## src/hdl/sqd_pkg.sv

```systemverilog
// Shared types and constants for the stereo quantizer with dither.
// LCG coefficients, fixed-point widths and register indexes.
// No dependencies.
package sqd_pkg;

  // Fixed-point format of the incoming samples
  localparam int FRAC_BITS = 16;
  localparam int SAMPLE_W  = 48;
  localparam int OUT_W     = 24;
  localparam int LCG_W     = 31;
  localparam int DITH_W    = 16;

  // Sum of sample and dither, and the rounded integer part
  localparam int SUM_W = SAMPLE_W + 1;
  localparam int Q_W   = SUM_W - FRAC_BITS + 1;

  // Dither realignment from 16 fractional bits to FRAC_BITS
  localparam int DITH_SHL = (FRAC_BITS >= DITH_W) ? FRAC_BITS - DITH_W : 0;
  localparam int DITH_SHR = (FRAC_BITS >= DITH_W) ? 0 : DITH_W - FRAC_BITS;

  typedef logic signed [SAMPLE_W-1:0] sample_t;
  typedef logic signed [OUT_W-1:0]    pcm_t;
  typedef logic [LCG_W-1:0]           lcg_t;
  typedef logic [DITH_W-1:0]          dith_t;
  typedef logic [1:0]                 cfg_idx_t;

  // Configuration register indexes
  localparam cfg_idx_t CFG_WIDTH_MODE = 2'd0;
  localparam cfg_idx_t CFG_DITHER_EN  = 2'd1;

  // LCG: g = (g * MUL + ADD) mod 2^31
  localparam logic [63:0] LCG_MUL64  = 64'd1103515245;
  localparam logic [63:0] LCG_ADD64  = 64'd12345;
  localparam logic [63:0] LCG_MASK64 = 64'h7fffffff;
  localparam lcg_t        LCG_SEED   = 31'h16BA2118;

  localparam lcg_t LCG_MUL = LCG_W'(LCG_MUL64 & LCG_MASK64);
  localparam lcg_t LCG_ADD = LCG_W'(LCG_ADD64 & LCG_MASK64);

  // Two steps folded into one: g2 = MUL^2 * g + (MUL + 1) * ADD
  localparam lcg_t LCG_MUL2 = LCG_W'((LCG_MUL64 * LCG_MUL64) & LCG_MASK64);
  localparam lcg_t LCG_ADD2 = LCG_W'(((LCG_MUL64 + 64'd1) * LCG_ADD64) & LCG_MASK64);

  // Generator values for the first frame after reset
  localparam lcg_t NEXT_L_RST =
    LCG_W'((LCG_MUL64 * 64'(LCG_SEED) + LCG_ADD64) & LCG_MASK64);
  localparam lcg_t NEXT_R_RST =
    LCG_W'((64'(LCG_MUL2) * 64'(LCG_SEED) + 64'(LCG_ADD2)) & LCG_MASK64);

  // Saturation bounds on the rounded integer
  localparam logic signed [Q_W-1:0] Q_HI16 = Q_W'(32767);
  localparam logic signed [Q_W-1:0] Q_LO16 = Q_W'(-32768);
  localparam logic signed [Q_W-1:0] Q_HI24 = Q_W'(8388607);
  localparam logic signed [Q_W-1:0] Q_LO24 = Q_W'(-8388608);

  // Rounding midpoint of the fractional part
  localparam logic [FRAC_BITS-1:0] FRAC_HALF = FRAC_BITS'(1) << (FRAC_BITS - 1);

endpackage

```

## src/hdl/sqd_in_if.sv

```systemverilog
// Input word channel of the stereo quantizer: one stereo frame per word.
// Depends on sqd_pkg.
interface sqd_in_if;
  import sqd_pkg::*;

  logic    valid;
  logic    ready;
  sample_t left_sample;
  sample_t right_sample;
  logic    last_frame;

  modport source (output valid, left_sample, right_sample, last_frame, input ready);
  modport sink   (input valid, left_sample, right_sample, last_frame, output ready);

endinterface

```

## src/hdl/sqd_out_if.sv

```systemverilog
// Result word channel of the stereo quantizer: quantized frame and clip flags.
// Depends on sqd_pkg.
interface sqd_out_if;
  import sqd_pkg::*;

  logic valid;
  logic ready;
  pcm_t left_out;
  pcm_t right_out;
  logic left_clipped;
  logic right_clipped;
  logic last_out;

  modport source (output valid, left_out, right_out, left_clipped, right_clipped,
                  last_out, input ready);
  modport sink   (input valid, left_out, right_out, left_clipped, right_clipped,
                  last_out, output ready);

endinterface

```

## src/hdl/sqd_cfg_if.sv

```systemverilog
// Configuration write channel of the stereo quantizer.
// Depends on sqd_pkg.
interface sqd_cfg_if;
  import sqd_pkg::*;

  logic     valid;
  logic     ready;
  cfg_idx_t index;
  logic     data;

  modport source (output valid, index, data, input ready);
  modport sink   (input valid, index, data, output ready);

endinterface

```

## src/hdl/stereo_quantizer_with_dither_unit.sv

```systemverilog
// Stereo quantizer with rectangular LCG dither, 16- or 24-bit output.
//
// Channels: in_ch takes one stereo frame per word (48-bit signed left and
// right with FRAC_BITS fractional bits, plus a last-frame flag). out_ch
// delivers one word per frame: rounded (ties to even), saturated left and
// right, their clip flags and the copied last flag. cfg_ch writes the width
// mode (index 0) and dither enable (index 1); it is always ready and must be
// used only while no frame is in flight.
// Path: an accepted frame passes the input register and then the result
// register, which drives out_ch.valid and holds the word until it leaves.
// Throughput: one frame per cycle while out_ch takes words; the two LCG
// steps per frame are folded into two parallel constant multiplies that
// precompute the next frame's dither values.
// Stall: when out_ch is not ready the result register holds, the input
// register still takes one more frame, and in_ch.ready drops only when both
// are full.
// Reset (synchronous, rst_n low): pipeline emptied, width mode 16 bit,
// dither on, generator reloaded with the first two values after its seed.
// Depends on sqd_pkg, sqd_in_if, sqd_out_if, sqd_cfg_if.
module stereo_quantizer_with_dither_unit (
  input  logic      clk,
  input  logic      rst_n,
  sqd_in_if.sink    in_ch,
  sqd_out_if.source out_ch,
  sqd_cfg_if.sink   cfg_ch
);
  import sqd_pkg::*;

  typedef struct packed {
    pcm_t value;
    logic clip;
  } quant_t;

  // Configuration registers
  logic width_mode_r;
  logic dither_en_r;

  // Generator values for the next frame's left and right samples
  lcg_t next_l_r, next_l_nxt;
  lcg_t next_r_r, next_r_nxt;

  // Input register
  logic    s1_valid_r;
  sample_t s1_left_r;
  sample_t s1_right_r;
  dith_t   s1_dl_r;
  dith_t   s1_dr_r;
  logic    s1_last_r;

  // Result register
  logic out_valid_r;
  pcm_t left_out_r;
  pcm_t right_out_r;
  logic left_clip_r;
  logic right_clip_r;
  logic last_r;

  logic   in_acc;
  logic   out_free;
  logic   s1_adv;
  quant_t q_left;
  quant_t q_right;

  // Realign a 16-bit dither fraction to FRAC_BITS fractional bits
  function automatic logic [SUM_W-1:0] dith_scale(input dith_t d);
    return (SUM_W'(d) << DITH_SHL) >> DITH_SHR;
  endfunction

  // Add dither, round to nearest with ties to even, saturate
  function automatic quant_t quantize(input sample_t smp, input dith_t d,
                                      input logic wide);
    logic signed [SUM_W-1:0] sum;
    logic signed [Q_W-1:0]   q_floor;
    logic signed [Q_W-1:0]   q_rnd;
    logic signed [Q_W-1:0]   hi;
    logic signed [Q_W-1:0]   lo;
    logic [FRAC_BITS-1:0]    frac;
    logic                    up;
    quant_t                  res;
    sum     = SUM_W'(smp) + $signed(dith_scale(d));
    q_floor = Q_W'(sum >>> FRAC_BITS);
    frac    = sum[FRAC_BITS-1:0];
    up      = (frac > FRAC_HALF) || ((frac == FRAC_HALF) && q_floor[0]);
    q_rnd   = q_floor + $signed(Q_W'(up));
    hi      = wide ? Q_HI24 : Q_HI16;
    lo      = wide ? Q_LO24 : Q_LO16;
    if (q_rnd > hi) begin
      res.value = hi[OUT_W-1:0];
      res.clip  = 1'b1;
    end else if (q_rnd < lo) begin
      res.value = lo[OUT_W-1:0];
      res.clip  = 1'b1;
    end else begin
      res.value = q_rnd[OUT_W-1:0];
      res.clip  = 1'b0;
    end
    return res;
  endfunction

  // Handshake: advance the input register whenever the result slot frees
  assign out_free    = !out_valid_r || out_ch.ready;
  assign s1_adv      = s1_valid_r && out_free;
  assign in_ch.ready = !s1_valid_r || out_free;
  assign in_acc      = in_ch.valid && in_ch.ready;
  assign cfg_ch.ready = 1'b1;

  // Step the generator two places from the last right value
  assign next_l_nxt = next_r_r * LCG_MUL + LCG_ADD;
  assign next_r_nxt = next_r_r * LCG_MUL2 + LCG_ADD2;

  // Configuration writes
  always_ff @(posedge clk) begin
    if (!rst_n) begin
      width_mode_r <= 1'b0;
      dither_en_r  <= 1'b1;
    end else if (cfg_ch.valid) begin
      case (cfg_ch.index)
        CFG_WIDTH_MODE: width_mode_r <= cfg_ch.data;
        CFG_DITHER_EN:  dither_en_r  <= cfg_ch.data;
        default: ;
      endcase
    end
  end

  // Advance the generator only for dithered frames
  always_ff @(posedge clk) begin
    if (!rst_n) begin
      next_l_r <= NEXT_L_RST;
      next_r_r <= NEXT_R_RST;
    end else if (in_acc && dither_en_r) begin
      next_l_r <= next_l_nxt;
      next_r_r <= next_r_nxt;
    end
  end

  // Input register: capture the frame and its dither fractions
  always_ff @(posedge clk) begin
    if (!rst_n) begin
      s1_valid_r <= 1'b0;
    end else if (in_ch.ready) begin
      s1_valid_r <= in_ch.valid;
    end
  end

  always_ff @(posedge clk) begin
    if (in_acc) begin
      s1_left_r  <= in_ch.left_sample;
      s1_right_r <= in_ch.right_sample;
      s1_last_r  <= in_ch.last_frame;
      s1_dl_r    <= dither_en_r ? next_l_r[LCG_W-1 -: DITH_W] : '0;
      s1_dr_r    <= dither_en_r ? next_r_r[LCG_W-1 -: DITH_W] : '0;
    end
  end

  // Quantize both channels
  assign q_left  = quantize(s1_left_r,  s1_dl_r, width_mode_r);
  assign q_right = quantize(s1_right_r, s1_dr_r, width_mode_r);

  // Result register: hold while the receiver stalls
  always_ff @(posedge clk) begin
    if (!rst_n) begin
      out_valid_r <= 1'b0;
    end else if (out_free) begin
      out_valid_r <= s1_valid_r;
    end
  end

  always_ff @(posedge clk) begin
    if (s1_adv) begin
      left_out_r   <= q_left.value;
      right_out_r  <= q_right.value;
      left_clip_r  <= q_left.clip;
      right_clip_r <= q_right.clip;
      last_r       <= s1_last_r;
    end
  end

  assign out_ch.valid         = out_valid_r;
  assign out_ch.left_out      = left_out_r;
  assign out_ch.right_out     = right_out_r;
  assign out_ch.left_clipped  = left_clip_r;
  assign out_ch.right_clipped = right_clip_r;
  assign out_ch.last_out      = last_r;

`ifndef SYNTHESIS
  // A clipped value sits on one of the saturation bounds
  a_clip_bound: assert property (@(posedge clk) disable iff (!rst_n)
    (out_valid_r && left_clip_r) |->
      (left_out_r == 24'h7fffff || left_out_r == 24'h800000 ||
       left_out_r == 24'h007fff || left_out_r == 24'hff8000))
    else $error("left clip flag set but value is not a bound");

  // Both stages full and stalled: take no new word
  a_full_stall: assert property (@(posedge clk) disable iff (!rst_n)
    (s1_valid_r && out_valid_r && !out_ch.ready) |-> !in_ch.ready)
    else $error("input accepted while pipeline is full and stalled");

  // A result appears only after a frame sat in the input register
  a_out_from_s1: assert property (@(posedge clk) disable iff (!rst_n)
    $rose(out_valid_r) |-> $past(s1_valid_r))
    else $error("result valid without a frame in the input register");

  // A dithered frame always moves the generator (the LCG has no fixed point)
  a_lcg_step: assert property (@(posedge clk) disable iff (!rst_n)
    (in_acc && dither_en_r) |=> (next_l_r != $past(next_l_r)))
    else $error("generator did not advance on a dithered frame");

  // Without a dithered frame the generator holds
  a_lcg_hold: assert property (@(posedge clk) disable iff (!rst_n)
    !(in_acc && dither_en_r) |=> ($stable(next_l_r) && $stable(next_r_r)))
    else $error("generator moved without a dithered frame");
`endif

endmodule

```

## src/flat_wrapper.sv

```systemverilog
// flat-port wrapper written by rule: the top's interface ports become plain ports
module stereo_quantizer_with_dither_unit_flat import sqd_pkg::*;
  (clk, rst_n, in_ch_valid, in_ch_left_sample, in_ch_right_sample, in_ch_last_frame, in_ch_ready, out_ch_valid, out_ch_left_out, out_ch_right_out, out_ch_left_clipped, out_ch_right_clipped, out_ch_last_out, out_ch_ready, cfg_ch_valid, cfg_ch_index, cfg_ch_data, cfg_ch_ready);
  sqd_in_if in_ch_i ();
  sqd_out_if out_ch_i ();
  sqd_cfg_if cfg_ch_i ();
  input  logic clk;
  input  logic rst_n;
  input wire logic [$bits(in_ch_i.valid)-1:0] in_ch_valid;
  input wire logic [$bits(in_ch_i.left_sample)-1:0] in_ch_left_sample;
  input wire logic [$bits(in_ch_i.right_sample)-1:0] in_ch_right_sample;
  input wire logic [$bits(in_ch_i.last_frame)-1:0] in_ch_last_frame;
  output wire logic [$bits(in_ch_i.ready)-1:0] in_ch_ready;
  output wire logic [$bits(out_ch_i.valid)-1:0] out_ch_valid;
  output wire logic [$bits(out_ch_i.left_out)-1:0] out_ch_left_out;
  output wire logic [$bits(out_ch_i.right_out)-1:0] out_ch_right_out;
  output wire logic [$bits(out_ch_i.left_clipped)-1:0] out_ch_left_clipped;
  output wire logic [$bits(out_ch_i.right_clipped)-1:0] out_ch_right_clipped;
  output wire logic [$bits(out_ch_i.last_out)-1:0] out_ch_last_out;
  input wire logic [$bits(out_ch_i.ready)-1:0] out_ch_ready;
  input wire logic [$bits(cfg_ch_i.valid)-1:0] cfg_ch_valid;
  input wire logic [$bits(cfg_ch_i.index)-1:0] cfg_ch_index;
  input wire logic [$bits(cfg_ch_i.data)-1:0] cfg_ch_data;
  output wire logic [$bits(cfg_ch_i.ready)-1:0] cfg_ch_ready;
  assign in_ch_i.valid = in_ch_valid;
  assign in_ch_i.left_sample = in_ch_left_sample;
  assign in_ch_i.right_sample = in_ch_right_sample;
  assign in_ch_i.last_frame = in_ch_last_frame;
  assign in_ch_ready = in_ch_i.ready;
  assign out_ch_valid = out_ch_i.valid;
  assign out_ch_left_out = out_ch_i.left_out;
  assign out_ch_right_out = out_ch_i.right_out;
  assign out_ch_left_clipped = out_ch_i.left_clipped;
  assign out_ch_right_clipped = out_ch_i.right_clipped;
  assign out_ch_last_out = out_ch_i.last_out;
  assign out_ch_i.ready = out_ch_ready;
  assign cfg_ch_i.valid = cfg_ch_valid;
  assign cfg_ch_i.index = cfg_ch_index;
  assign cfg_ch_i.data = cfg_ch_data;
  assign cfg_ch_ready = cfg_ch_i.ready;
  stereo_quantizer_with_dither_unit u_core (.clk(clk), .rst_n(rst_n), .in_ch(in_ch_i), .out_ch(out_ch_i), .cfg_ch(cfg_ch_i));
endmodule
```

## config.mk

```make
export PLATFORM = sky130hd
export DESIGN_NAME = stereo_quantizer_with_dither_unit_flat
export DESIGN_NICKNAME = d
export VERILOG_FILES = /design/src/hdl/sqd_pkg.sv /design/src/hdl/sqd_in_if.sv /design/src/hdl/sqd_out_if.sv /design/src/hdl/sqd_cfg_if.sv /design/src/hdl/stereo_quantizer_with_dither_unit.sv /design/src/flat_wrapper.sv
export SDC_FILE = /design/constraint.sdc
export NUM_CORES = 1
export LEC_CHECK = 0
export BUFFER_PORTS_ARGS = -buffer_cell sky130_fd_sc_hd__buf_2
export CAP_MARGIN = 20
export CORE_MARGIN = 2
export CORE_UTILIZATION = 30
export CTS_CLUSTER_SIZE = 10
export DETAILED_ROUTE_END_ITERATION = 6
export PLACE_DENSITY = 0.43
export SKIP_CTS_REPAIR_TIMING = 1
export SLEW_MARGIN = 20
export SYNTH_ARGS = -nofsm -noshare
export SYNTH_HDL_FRONTEND = slang
export SYNTH_SLANG_ARGS = --single-unit
```

## constraint.sdc

```tcl
create_clock -name clk -period 10.6 [get_ports clk]
set_input_delay 1.06 -clock clk [delete_from_list [all_inputs] [get_ports clk]]
set_output_delay 1.06 -clock clk [all_outputs]
set_load 0.01 [all_outputs]
```

==> flow_summary.json <==
{
  "grt_remaining_overflow": 0,
  "clock_path_buffers": 3,
  "post_synthesis_average_cell_area_sq_um": 10.0,
  "numClockSinks": 230,
  "dieWidth_um": 310,
  "core.rowCount": 112,
  "edff_count_synth": 180,
  "drc": 0,
  "crit_path_launch": "u_core.next_r_r[3]$_SDFFE_PN0P_",
  "hold_path.class": "reg -> reg",
  "worstPathMaxFanout": 11,
  "most_common_cell_in_the_synthesized_netlist": "inv_1",
  "max_freq_ghz": 0.117,
  "detailed_router_iteration_count_before_antenna_repair": 5,
  "crit-reg2reg-launch": "u_core.next_r_r[3]$_SDFFE_PN0P_",
  "rsz0062_at_grt": "no",
  "fin_worst_skew_ns": 0.0209,
  "post_route_antenna_net_violation_count": 0,
  "worstMarginPinSlew_ns": 0.917,
  "finalWorstPathRequiredPeriod_ns": 8.51,
  "yosysTopAreaCell": "fa_1",
  "path_common_cell": "inv_1",
  "grt_max_degree": 60,
  "worst_ep_arrival_time_ns": 8.97,
  "crit_path_start_kind": "flop",
  "hold_path_startpoint": "u_core.s1_last_r$_DFFE_PP_",
  "first_global_vias": 21500,
  "setup_total_negative_slack_ns": 0,
  "final_period_utilization": 0.803,
  "grt_antenna_before_repair": 6,
  "dominant_combinational_cell_family_by_area_after_synthesis": "adder cells",
  "synth_top_area_share": 0.228,
  "tritoncts": "yes",
  "yosys_warnings": 0,
  "clock_latency_ns": 0.59,
  "grt_pass1_wl_um": 127000,
  "crit_path_max_incr_delay_ns": 0.67,
  "dp.cells": 4207,
  "status": "finished clean",
  "drt-wirelength-per-cell_um": 19.4,
  "complex_gate_fraction_of_the_synthesized_area": 0.0963,
  "timing.final.setup_violations": 0,
  "netlist_area_sq_um": 28100,
  "netlist_instances": 2807,
  "fin_hold_ws_ns": 0.419,
  "final.fill_count": 9735,
  "criticalPathCategory": "reg -> reg",
  "clk_pin_slew_ns": 0.06,
  "critPathSlowestCell": "dfxtp_1",
  "drive_gt1_frac": 0.0960,
  "gr-usage-all-layers": 0.173,
  "synth-xor-area-share": 0.0661,
  "fp.dieArea_sq_um": 96100,
  "synth_top_flop_cell": "edfxtp_1",
  "post-dp-hpwl_um": 70700,
  "relative_slew_slack": 0.388,
  "synth-simple-area-share": 0.116,
  "gpl.final_weighted_congestion": 0.924,
  "clock_tree_root_driver_cell": "clkbuf_16",
  "numCtsBuffers": 31,
  "worstPathRequired_ns": 11.06,
  "netlist_top_cells_area": "fa_1 (23%), edfxtp_1 (19%), ha_1 (17%)",
  "final_std_cells_w_o_fill": 4266,
  "synth-seq-area-share": 0.228,
  "areaGrowthSynthToFinish_pct": 12.0,
  "number_of_buffers_inserted_by_port_buffering": 157,
  "cts_h_tree_depth": 1,
  "timing.max_cap.violations": 0,
  "async_flop_share": 0,
  "netlist_top_cells_count": "inv_1 (596), ha_1 (390), fa_1 (320)",
  "ioPinCount": 159,
  "floorplan.core_area_sq_um": 93000,
  "fin_nets": 3801,
  "avgViaCountPerCell": 4.66,
  "synthAdderAreaFrac": 0.402,
  "fp.dieH_um": 310,
  "timing.critical_path.to_type": "flop",
  "finalHoldViolations": 0,
  "yosys_register_bits": 230,
  "route.final.wire_length_um": 82600,
  "synth_cell_types": 97,
  "initial_core_util": 0.302,
  "muxShareOfSynthArea": 0.00468,
  "drt_iter0_markers": 980,
  "detailroute.via_count": 19900,
  "finalMaxSlewViolations": 0
}
final cells by class:
class	count	area, sq um	share of cell area
antenna	2	5.00	0.000159
clock buffer	49	893	0.0284
clock inverter	8	93.8	0.00298
inverter	598	2240	0.0714
multi-input combinational	1949	19300	0.614
sequential	230	6410	0.204
tap	1254	1570	0.0499
timing repair buffer	176	928	0.0295
path summary, 6_finish.rpt:
check	slack, ns	cells after the start	endpoint
worst max-delay path	2.09	28	u_core.next_l_r[30]$_SDFFE_PN0P_
worst min-delay path	0.42	0	u_core.out_ch.last_out$_DFFE_PP_
worst max register to register	2.09	28	u_core.next_l_r[30]$_SDFFE_PN0P_
worst min register to register	0.42	0	u_core.out_ch.last_out$_DFFE_PP_
per-stage QoR:
stage               worst slack (ns)  area (sq um)   util
floorplan                       3.12         28100      -
global placement                2.07         30500  0.327
detailed placement              1.91         30500  0.327
CTS                             1.89         31400  0.338
global route                    1.29         31400  0.338
finish                          2.09         31400  0.338
worst max-delay path, delay by kind of cell, from the launching register on:
family,cells,cell delay (ns)
adder cells (fa/ha/maj),9,3.73
AND/OR/NAND/NOR,2,0.24
AO/OA/AOI/OAI,9,2.59
flip-flops,1,0.67
XOR/XNOR,1,0.13
buffers and inverters,7,1.03
flip-flops by register name, summed over array words and instances, names as in the netlist:
signal / count
u_core.width_mode_r: 1
u_core.s1_dr_r: 16
u_core.out_ch.last_out: 1
u_core.s1_last_r: 1
u_core.out_ch.left_out: 24
u_core.s1_valid_r: 1
u_core.out_ch.right_out: 24
u_core.out_ch.right_clipped: 1
u_core.s1_right_r: 48
u_core.out_ch.left_clipped: 1
u_core.s1_left_r: 48
u_core.next_r_r: 30
u_core.s1_dl_r: 16
u_core.out_ch.valid: 1
u_core.dither_en_r: 1
u_core.next_l_r: 16
cells in the final DEF (no fill, tap or decap), types with 9 or more instances in the layout:
| cell type | Yosys | layout |
|---|---|---|
| o21ai_2 | 10 | 10 |
| xor2_1 | 74 | 74 |
| nor3_1 | 49 | 49 |
| nor2_1 | 110 | 110 |
| nor2b_1 | 18 | 17 |
| a211oi_1 | 14 | 14 |
| o31ai_1 | 12 | 12 |
| clkbuf_16 | 0 | 31 |
| o22ai_1 | 9 | 9 |
| o211ai_1 | 25 | 25 |
| conb_1 | 2 | 15 |
| mux2i_1 | 9 | 9 |
| nor4_1 | 12 | 12 |
| fa_1 | 320 | 320 |
| a21o_1 | 28 | 28 |
| a21oi_1 | 78 | 78 |
| and2_1 | 59 | 58 |
| edfxtp_1 | 180 | 180 |
| and3_1 | 16 | 16 |
| nand3b_1 | 12 | 12 |
| xnor2_1 | 136 | 136 |
| inv_1 | 596 | 596 |
| o21ai_0 | 70 | 70 |
| nand2_1 | 165 | 164 |
| clkbuf_1 | 25 | 13 |
| o21ai_1 | 33 | 33 |
| buf_2 | 7 | 157 |
| nand4_1 | 26 | 26 |
| ha_1 | 390 | 390 |
| o21a_1 | 16 | 16 |
| dfxtp_1 | 50 | 50 |
| or3_1 | 15 | 15 |
| buf_4 | 5 | 19 |
| nand2b_1 | 10 | 10 |
| o21bai_1 | 15 | 15 |
| nand3_1 | 49 | 49 |
metal layers:
layer / GRT usage / share of wire / routed length (um) / vias up
li1: - / - / - / 9646
met1: 0.230 / 0.46 / 37900 / 9827
met2: 0.310 / 0.49 / 40800 / 311
met3: 0.0142 / 0.030 / 2480 / 78
met4: 0.0288 / 0.017 / 1370 / 6
met5: 0 / 0.00065 / 54 / -
cells by family (layout without fill, tap and decap cells):
family,after synthesis,count (layout)
fa+ha+maj,710,710
buf+inv,641,831
simple gates,607,607
mux,12,12
flops,230,230
xor+xnor,211,211
compound gates,394,394
other cells,2,17
Power is not shown: default switching activity piles up to over one toggle a cycle in this logic, so the estimate is an artifact.
